<file path="src/rtl/tlpc_pkg.sv">
`timescale 1ns / 1ps
// ----------------------------------------------------------------------------
// tlpc_pkg: shared types and constants of the traffic light phase controller
// Phase and command codes, register indexes and register reset values.
// ----------------------------------------------------------------------------
package tlpc_pkg;

    localparam int TIME_BITS_DEF = 24;
    localparam int CFG_W         = 24;
    localparam int CFG_IDX_W     = 3;

    typedef enum logic [2:0] {
        PH_GREEN    = 3'd0,
        PH_YELLOW   = 3'd1,
        PH_RED      = 3'd2,
        PH_BLINK    = 3'd3,
        PH_DISABLED = 3'd4,
        PH_ERROR    = 3'd5
    } t_phase;

    typedef enum logic [2:0] {
        FN_TICK        = 3'd0,
        FN_ENABLE      = 3'd1,
        FN_DISABLE     = 3'd2,
        FN_START_BLINK = 3'd3,
        FN_STOP_BLINK  = 3'd4,
        FN_FORCE_GREEN = 3'd5,
        FN_STEP_RED    = 3'd6
    } t_func;

    typedef enum logic [CFG_IDX_W-1:0] {
        REG_GREEN_TIME     = 3'd0,
        REG_YELLOW_TIME    = 3'd1,
        REG_RED_TIME       = 3'd2,
        REG_MIN_GREEN_TIME = 3'd3,
        REG_BLINK_PERIOD   = 3'd4,
        REG_BUTTON_PRESENT = 3'd5,
        REG_LAMPS_READY    = 3'd6
    } t_reg_idx;

    localparam logic [CFG_W-1:0] GREEN_TIME_RST     = 24'd10000;
    localparam logic [CFG_W-1:0] YELLOW_TIME_RST    = 24'd3000;
    localparam logic [CFG_W-1:0] RED_TIME_RST       = 24'd10000;
    localparam logic [CFG_W-1:0] MIN_GREEN_TIME_RST = 24'd5000;
    localparam logic [CFG_W-1:0] BLINK_PERIOD_RST   = 24'd500;

endpackage

</file>
<file path="src/rtl/traffic_light_phase_controller_top.sv">
`timescale 1ns / 1ps
// ----------------------------------------------------------------------------
// traffic_light_phase_controller_top: traffic light phase sequencer
// Items on the input channel are millisecond ticks (with the sampled
// pedestrian button level) or commands. Each accepted item yields one
// result: phase, lamp drives, status LED, phase-entry flag, prior phase.
// User writes timing registers on the write port while idle; not enforced.
//
// Input channel i_in_valid/o_in_ready, result channel o_out_valid/i_out_ready.
// The phase state and the result register load at the edge that accepts
// the item, and the result shows on the next cycle.
// Throughput is one item per cycle, set by the single result register: an
// item is taken whenever that register is empty or is being read out in the
// same cycle. When the receiver stalls the result holds and o_in_ready drops
// until it is taken.
// Reset (synchronous, active low) loads the register defaults and enters the
// disabled phase with timer and blink state cleared.
// ----------------------------------------------------------------------------
module traffic_light_phase_controller_top #(
    parameter int TIME_BITS = tlpc_pkg::TIME_BITS_DEF
) (
    input  logic                           i_clk,
    input  logic                           i_rst_n,
    input  logic                           i_cfg_we,
    input  logic [tlpc_pkg::CFG_IDX_W-1:0] i_cfg_idx,
    input  logic [tlpc_pkg::CFG_W-1:0]     i_cfg_data,
    input  logic                           i_in_valid,
    output logic                           o_in_ready,
    input  logic [2:0]                     i_func,
    input  logic                           i_button_pressed,
    output logic                           o_out_valid,
    input  logic                           i_out_ready,
    output logic [2:0]                     o_phase,
    output logic                           o_green_lamp,
    output logic                           o_yellow_lamp,
    output logic                           o_red_lamp,
    output logic                           o_status_led,
    output logic                           o_changed,
    output logic [2:0]                     o_prior_phase
);

    localparam int CMP_W = (TIME_BITS > tlpc_pkg::CFG_W) ? TIME_BITS : tlpc_pkg::CFG_W;

    logic [tlpc_pkg::CFG_W-1:0] r_green_time;
    logic [tlpc_pkg::CFG_W-1:0] r_yellow_time;
    logic [tlpc_pkg::CFG_W-1:0] r_red_time;
    logic [tlpc_pkg::CFG_W-1:0] r_min_green_time;
    logic [tlpc_pkg::CFG_W-1:0] r_blink_period;
    logic                       r_button_present;
    logic                       r_lamps_ready;

    tlpc_pkg::t_phase r_phase, n_phase;
    logic [TIME_BITS-1:0] r_elapsed, n_elapsed;
    logic r_yellow_lit, n_yellow_lit;
    logic r_status_lit, n_status_lit;
    logic n_changed;

    logic r_out_valid;
    logic [2:0] r_out_phase;
    logic r_out_green, r_out_yellow, r_out_red, r_out_status, r_out_changed;
    logic [2:0] r_out_prior;

    logic [TIME_BITS-1:0] elapsed_inc;
    logic [CMP_W-1:0] elapsed_cmp;
    logic enter_req;
    tlpc_pkg::t_phase enter_tgt;
    logic accept;

    assign o_in_ready = !r_out_valid || i_out_ready;
    assign accept     = i_in_valid && o_in_ready;

    always_ff @(posedge i_clk) begin
        if (!i_rst_n) begin
            r_green_time     <= tlpc_pkg::GREEN_TIME_RST;
            r_yellow_time    <= tlpc_pkg::YELLOW_TIME_RST;
            r_red_time       <= tlpc_pkg::RED_TIME_RST;
            r_min_green_time <= tlpc_pkg::MIN_GREEN_TIME_RST;
            r_blink_period   <= tlpc_pkg::BLINK_PERIOD_RST;
            r_button_present <= 1'b1;
            r_lamps_ready    <= 1'b1;
        end else if (i_cfg_we) begin
            case (tlpc_pkg::t_reg_idx'(i_cfg_idx))
                tlpc_pkg::REG_GREEN_TIME:     r_green_time     <= i_cfg_data;
                tlpc_pkg::REG_YELLOW_TIME:    r_yellow_time    <= i_cfg_data;
                tlpc_pkg::REG_RED_TIME:       r_red_time       <= i_cfg_data;
                tlpc_pkg::REG_MIN_GREEN_TIME: r_min_green_time <= i_cfg_data;
                tlpc_pkg::REG_BLINK_PERIOD:   r_blink_period   <= i_cfg_data;
                tlpc_pkg::REG_BUTTON_PRESENT: r_button_present <= i_cfg_data[0];
                tlpc_pkg::REG_LAMPS_READY:    r_lamps_ready    <= i_cfg_data[0];
                default: ;
            endcase
        end
    end

    // saturating timer
    assign elapsed_inc = (r_elapsed == {TIME_BITS{1'b1}}) ? r_elapsed : r_elapsed + 1'b1;
    assign elapsed_cmp = CMP_W'(elapsed_inc);

    always_comb begin
        n_phase      = r_phase;
        n_elapsed    = r_elapsed;
        n_yellow_lit = r_yellow_lit;
        n_status_lit = r_status_lit;
        n_changed    = 1'b0;
        enter_req    = 1'b0;
        enter_tgt    = r_phase;

        if (tlpc_pkg::t_func'(i_func) == tlpc_pkg::FN_TICK) begin
            n_elapsed = elapsed_inc;
            case (r_phase)
                tlpc_pkg::PH_GREEN: begin
                    if ((r_button_present && i_button_pressed &&
                         elapsed_cmp >= CMP_W'(r_min_green_time)) ||
                        elapsed_cmp >= CMP_W'(r_green_time)) begin
                        enter_req = 1'b1;
                        enter_tgt = tlpc_pkg::PH_YELLOW;
                    end
                end
                tlpc_pkg::PH_YELLOW: begin
                    if (elapsed_cmp >= CMP_W'(r_yellow_time)) begin
                        enter_req = 1'b1;
                        enter_tgt = tlpc_pkg::PH_RED;
                    end
                end
                tlpc_pkg::PH_RED: begin
                    if (elapsed_cmp >= CMP_W'(r_red_time)) begin
                        enter_req = 1'b1;
                        enter_tgt = tlpc_pkg::PH_GREEN;
                    end
                end
                tlpc_pkg::PH_BLINK: begin
                    if (elapsed_cmp >= CMP_W'(r_blink_period)) begin
                        n_yellow_lit = !r_yellow_lit;
                        n_elapsed    = '0;
                    end
                end
                tlpc_pkg::PH_ERROR: begin
                    if (elapsed_cmp >= CMP_W'(r_blink_period)) begin
                        n_status_lit = !r_status_lit;
                        n_elapsed    = '0;
                    end
                end
                default: ;
            endcase
        end else if (!r_lamps_ready) begin
            if (r_phase != tlpc_pkg::PH_ERROR) begin
                n_phase   = tlpc_pkg::PH_ERROR;
                n_elapsed = '0;
            end
        end else if (r_phase != tlpc_pkg::PH_ERROR) begin
            case (tlpc_pkg::t_func'(i_func))
                tlpc_pkg::FN_ENABLE: begin
                    enter_req = (r_phase == tlpc_pkg::PH_DISABLED);
                    enter_tgt = tlpc_pkg::PH_GREEN;
                end
                tlpc_pkg::FN_DISABLE: begin
                    enter_req = (r_phase != tlpc_pkg::PH_DISABLED);
                    enter_tgt = tlpc_pkg::PH_DISABLED;
                end
                tlpc_pkg::FN_START_BLINK: begin
                    enter_req = (r_phase != tlpc_pkg::PH_BLINK);
                    enter_tgt = tlpc_pkg::PH_BLINK;
                end
                tlpc_pkg::FN_STOP_BLINK: begin
                    enter_req = (r_phase == tlpc_pkg::PH_BLINK);
                    enter_tgt = tlpc_pkg::PH_GREEN;
                end
                tlpc_pkg::FN_FORCE_GREEN: begin
                    enter_req = (r_phase == tlpc_pkg::PH_RED);
                    enter_tgt = tlpc_pkg::PH_GREEN;
                end
                tlpc_pkg::FN_STEP_RED: begin
                    enter_req = (r_phase == tlpc_pkg::PH_GREEN) ||
                                (r_phase == tlpc_pkg::PH_YELLOW);
                    enter_tgt = (r_phase == tlpc_pkg::PH_GREEN) ?
                                tlpc_pkg::PH_YELLOW : tlpc_pkg::PH_RED;
                end
                default: ;
            endcase
        end

        if (enter_req) begin
            n_elapsed = '0;
            if (!r_lamps_ready) begin
                n_phase = tlpc_pkg::PH_ERROR;
            end else begin
                n_phase      = enter_tgt;
                n_yellow_lit = (enter_tgt == tlpc_pkg::PH_YELLOW) ||
                               (enter_tgt == tlpc_pkg::PH_BLINK);
                n_changed    = 1'b1;
            end
        end
    end

    always_ff @(posedge i_clk) begin
        if (!i_rst_n) begin
            r_phase      <= tlpc_pkg::PH_DISABLED;
            r_elapsed    <= '0;
            r_yellow_lit <= 1'b0;
            r_status_lit <= 1'b0;
            r_out_valid  <= 1'b0;
        end else begin
            if (accept) begin
                r_phase      <= n_phase;
                r_elapsed    <= n_elapsed;
                r_yellow_lit <= n_yellow_lit;
                r_status_lit <= n_status_lit;
                r_out_valid  <= 1'b1;
            end else if (i_out_ready) begin
                r_out_valid  <= 1'b0;
            end
        end
    end

    always_ff @(posedge i_clk) begin
        if (accept) begin
            r_out_phase   <= n_phase;
            r_out_green   <= (n_phase == tlpc_pkg::PH_GREEN);
            r_out_yellow  <= (n_phase == tlpc_pkg::PH_YELLOW) ||
                             ((n_phase == tlpc_pkg::PH_BLINK) && n_yellow_lit);
            r_out_red     <= (n_phase == tlpc_pkg::PH_RED);
            r_out_status  <= n_status_lit;
            r_out_changed <= n_changed;
            r_out_prior   <= r_phase;
        end
    end

    assign o_out_valid   = r_out_valid;
    assign o_phase       = r_out_phase;
    assign o_green_lamp  = r_out_green;
    assign o_yellow_lamp = r_out_yellow;
    assign o_red_lamp    = r_out_red;
    assign o_status_led  = r_out_status;
    assign o_changed     = r_out_changed;
    assign o_prior_phase = r_out_prior;

endmodule

</file>
<file path="config.mk">
export PLATFORM = sky130hd
export DESIGN_NAME = traffic_light_phase_controller_top
export DESIGN_NICKNAME = d
export VERILOG_FILES = /design/src/rtl/tlpc_pkg.sv /design/src/rtl/traffic_light_phase_controller_top.sv
export SDC_FILE = /design/constraint.sdc
export NUM_CORES = 1
export LEC_CHECK = 0
export BUFFER_PORTS_ARGS = -buffer_cell sky130_fd_sc_hd__buf_2
export CAP_MARGIN = 30
export CORE_MARGIN = 2
export CORE_UTILIZATION = 40
export DETAILED_ROUTE_END_ITERATION = 16
export SYNTH_ARGS = -nofsm -noshare
export SYNTH_HDL_FRONTEND = slang
export SYNTH_SLANG_ARGS = --single-unit
</file>
<file path="constraint.sdc">
create_clock -name i_clk -period 5.3 [get_ports i_clk]
set_input_delay 1.06 -clock i_clk [delete_from_list [all_inputs] [get_ports i_clk]]
set_output_delay 1.06 -clock i_clk [all_outputs]
set_load 0.005 [all_outputs]
</file>
==> flow_summary.toml <==
[run_status]
outcome = "complete, no violations"

[cts]
cts_setup_buffers = 0
cts_root_buffer = "clkbuf_16"
clk_path_buf_depth = 2
cts_sinks = 163
tritoncts = "built"
cts_made_buffers = 17
path_clk_slew_ns = 0.07
clk_latency_ns = 0.43
cts.htree.levels = 4
hold_buffers = 0
cts-resized-gates = 0

[synthesis]
yosys_warnings = 0
syn_inst = 1215
syn_nets = 1372
synthFlopType = "dfxtp_1"
ys_ff_latch = 163
synth_most_common_cell = "nand2_1"
yosys.area.top_type_share_pct = 31.1
synth_area_leader_cell = "dfxtp_1"
syn_area_per_cell_um2 = 8.05
ys_seq_area_share_pct = 34.5
synthTopCellsByCount = "nand2_1 (288), dfxtp_1 (152), inv_1 (132), ha_1 (121), a21boi_0 (97)"
synth_cell_types = 64
syn_area_um2 = 9780
synth_enable_flop_cells = 11
synth_area_leaders = "dfxtp_1 (31%), ha_1 (15%), nand2_1 (11%), a21boi_0 (7.4%), inv_1 (5.1%)"
async_reset_ff_share_pct = 0

[floorplan]
dieArea_um2 = 25700
start_util_pct = 40.4
rows = 57
die_h_um = 160
chipWidth_um = 160
fp.coreArea_um2 = 24200
io_pins = 49

[sta]
rsz0062_at_grt = "false"
slew_violations = 0
setup_viol = 0
finClkSkew_ns = 0.00909
max_freq_mhz = 205
finalCritPeriodShare_pct = 92.1
finalHoldViolations = 0
layout_setup_ws_ns = 0.416
min_period_ns = 4.88
relSlewSlack_pct = 33.9
tns_ns = 0
worst_slew_pin_slew_ns = 0.990

[worst_setup_path]
crit_top_cell = "nand4_1"
startpoint_type = "register"
cpPeakStageDelay_ns = 0.48
critical_path.cell_chain = "nand4_1, nor4_2, nand4_1, nand4_1, nor2_4, and4_1, xor2_1, ha_1, a21oi_1, o21ai_0, a21oi_1, nand3_1, nor3_2, o211ai_2, o21ai_4, a2bb2oi_2, and3b_1"
cpMaxStageDelayCell = "xor2_1"
worstSetupEndpointType = "register"
cp_max_fo = 8
path_class = "register to register"
required_ns = 5.49
crit_arrival_ns = 5.07

[global_routing]
antenna_found_initial = 1
grt_pass1_wl_um = 42300
grt_max_degree = 86
grt_overflow = 0
grt_use_total_pct = 20.9
grt_pass1_vias = 7714

[pwr]
power_density_nw_per_um2 = 249
ir_drop_mv = 0.166
p_leak_nw = 4.63

[detailed_routing]
via_per_inst = 5.15
drt_pass1_iterations = 5
drc = 0
wl_per_cell_um = 16.7
finalWirelength_um = 26600
num_vias = 8204
drt-initial-drc-count = 532
ant_nets = 0

[placed_design]
dpl_worst_slack_ns = 0.116
hpwl_um = 19000
gp_congestion = 0.895
io_buffers = 48
postPlaceCellArea_um2 = 10400

[cells_and_area]
area_growth_pct = 12.6
regArea_um2 = 3370
n_antenna_cell = 0
drive_gt1_share_pct = 9.54
n_fill_cell = 2366
stdcell_area_um2 = 11000
final_nets = 1413
multi_input_area_um2 = 5730

[flow_run]
maxCapViolations = 0

[hold_path]
min_path_type = "register to register"
-- state kept, by name (all words and copies together), names as in the netlist --
name,cells
o_prior_phase,3
r_min_green_time,24
r_yellow_lit,1
o_red_lamp,1
r_status_lit,1
r_blink_period,24
r_yellow_time,24
r_elapsed,24
r_green_time,24
o_out_valid,1
o_phase,3
r_lamps_ready,1
r_button_present,1
o_changed,1
o_status_led,1
r_red_time,24
o_yellow_lamp,1
o_green_lamp,1
r_phase,3
-- through the flow --
step | power, mW | utilization, % | cells | hold slack [ns]
floorplan | 1.46 | - | 1215 | 0.440
global placement | 1.55 | 42.9 | 1559 | 0.451
detailed placement | 1.55 | 43.1 | 1561 | 0.458
CTS | 2.77 | 45.5 | 1593 | 0.468
global route | 2.85 | 45.5 | 1593 | 0.483
finish | 2.75 | 45.5 | 1593 | 0.467
-- critical path, delay by kind of cell (launching register included) --
| kind | cells | cell delay, ns |
|---|---|---|
| DFF | 1 | 0.42 |
| xor gates and xnor gates | 1 | 0.48 |
| adders and majority gates | 1 | 0.36 |
| and+or+nand+nor | 9 | 2.13 |
| AOI/OAI and AO/OA | 6 | 1.25 |
-- where the power goes --
part	leakage (nW)	total [mW]	switching [mW]	internal [mW]
logic	3.01	0.232	0.148	0.0844
clock network	0.281	1.22	0.562	0.661
registers	1.34	1.29	0.0177	1.27
total	4.63	2.75	0.728	2.02
-- path summary, 6_finish.rpt --
check	start	to	slack (ns)	cells after the start
setup / recovery	r_elapsed[6]$_SDFFE_PN0P_	o_red_lamp$_DFFE_PP_	0.42	17
hold / removal	r_blink_period[19]$_SDFFE_PN0P_	r_blink_period[19]$_SDFFE_PN0P_	0.47	2
setup reg to reg	r_elapsed[6]$_SDFFE_PN0P_	o_red_lamp$_DFFE_PP_	0.42	17
hold reg to reg	r_blink_period[19]$_SDFFE_PN0P_	r_blink_period[19]$_SDFFE_PN0P_	0.47	2
-- cell families after synthesis --
kind of cell	after synthesis	synth area share, %
and+or+nand+nor	445	20.5
AOI/OAI and AO/OA	284	20.5
buffers and inverters	180	7.05
DFF	163	34.5
adders and majority gates	121	15.5
xor gates and xnor gates	20	1.79
muxes	2	0.205
-- final cells by class --
cell class                      count  share of cell area [%]
Multi-Input combinational cell    872                    52.0
Clock inverter                     15                    1.33
Sequential cell                   163                    30.6
Timing Repair Buffer               70                    3.96
Inverter                          132                    4.50
Clock buffer                       17                    3.86
Tap cell                          324                    3.68
-- cells in the final DEF, fill, tap and decap left out, drive strengths merged, types with 4 or more instances in the layout --
cell | Yosys | routed
nand2 | 288 | 288
dfxtp | 152 | 152
inv | 132 | 139
ha | 121 | 121
a21boi | 97 | 97
buf | 9 | 70
a21oi | 49 | 49
o21ai | 40 | 40
nor2 | 38 | 38
o211ai | 38 | 38
nand3 | 23 | 23
nand4 | 20 | 20
clkbuf | 39 | 17
a22o | 13 | 13
xor2 | 13 | 13
and2 | 12 | 12
nor3 | 12 | 12
nand2b | 11 | 11
a21o | 11 | 11
edfxtp | 11 | 11
and3 | 8 | 8
nor2b | 7 | 7
xnor2 | 7 | 7
or2 | 6 | 6
nor4 | 6 | 6
clkinv | 0 | 6
a211oi | 5 | 5
and4 | 4 | 4
-- metal layers --
metal  track usage [%]  wire, µm  up-vias
met1              29.4     13100     3755
met5                 0        13        -
met2              34.0     11900      187
met4              5.77       428        2
met3              2.74      1160       31
li1                  -         -     4229
Note: power is estimated with default switching activity, not from simulation.
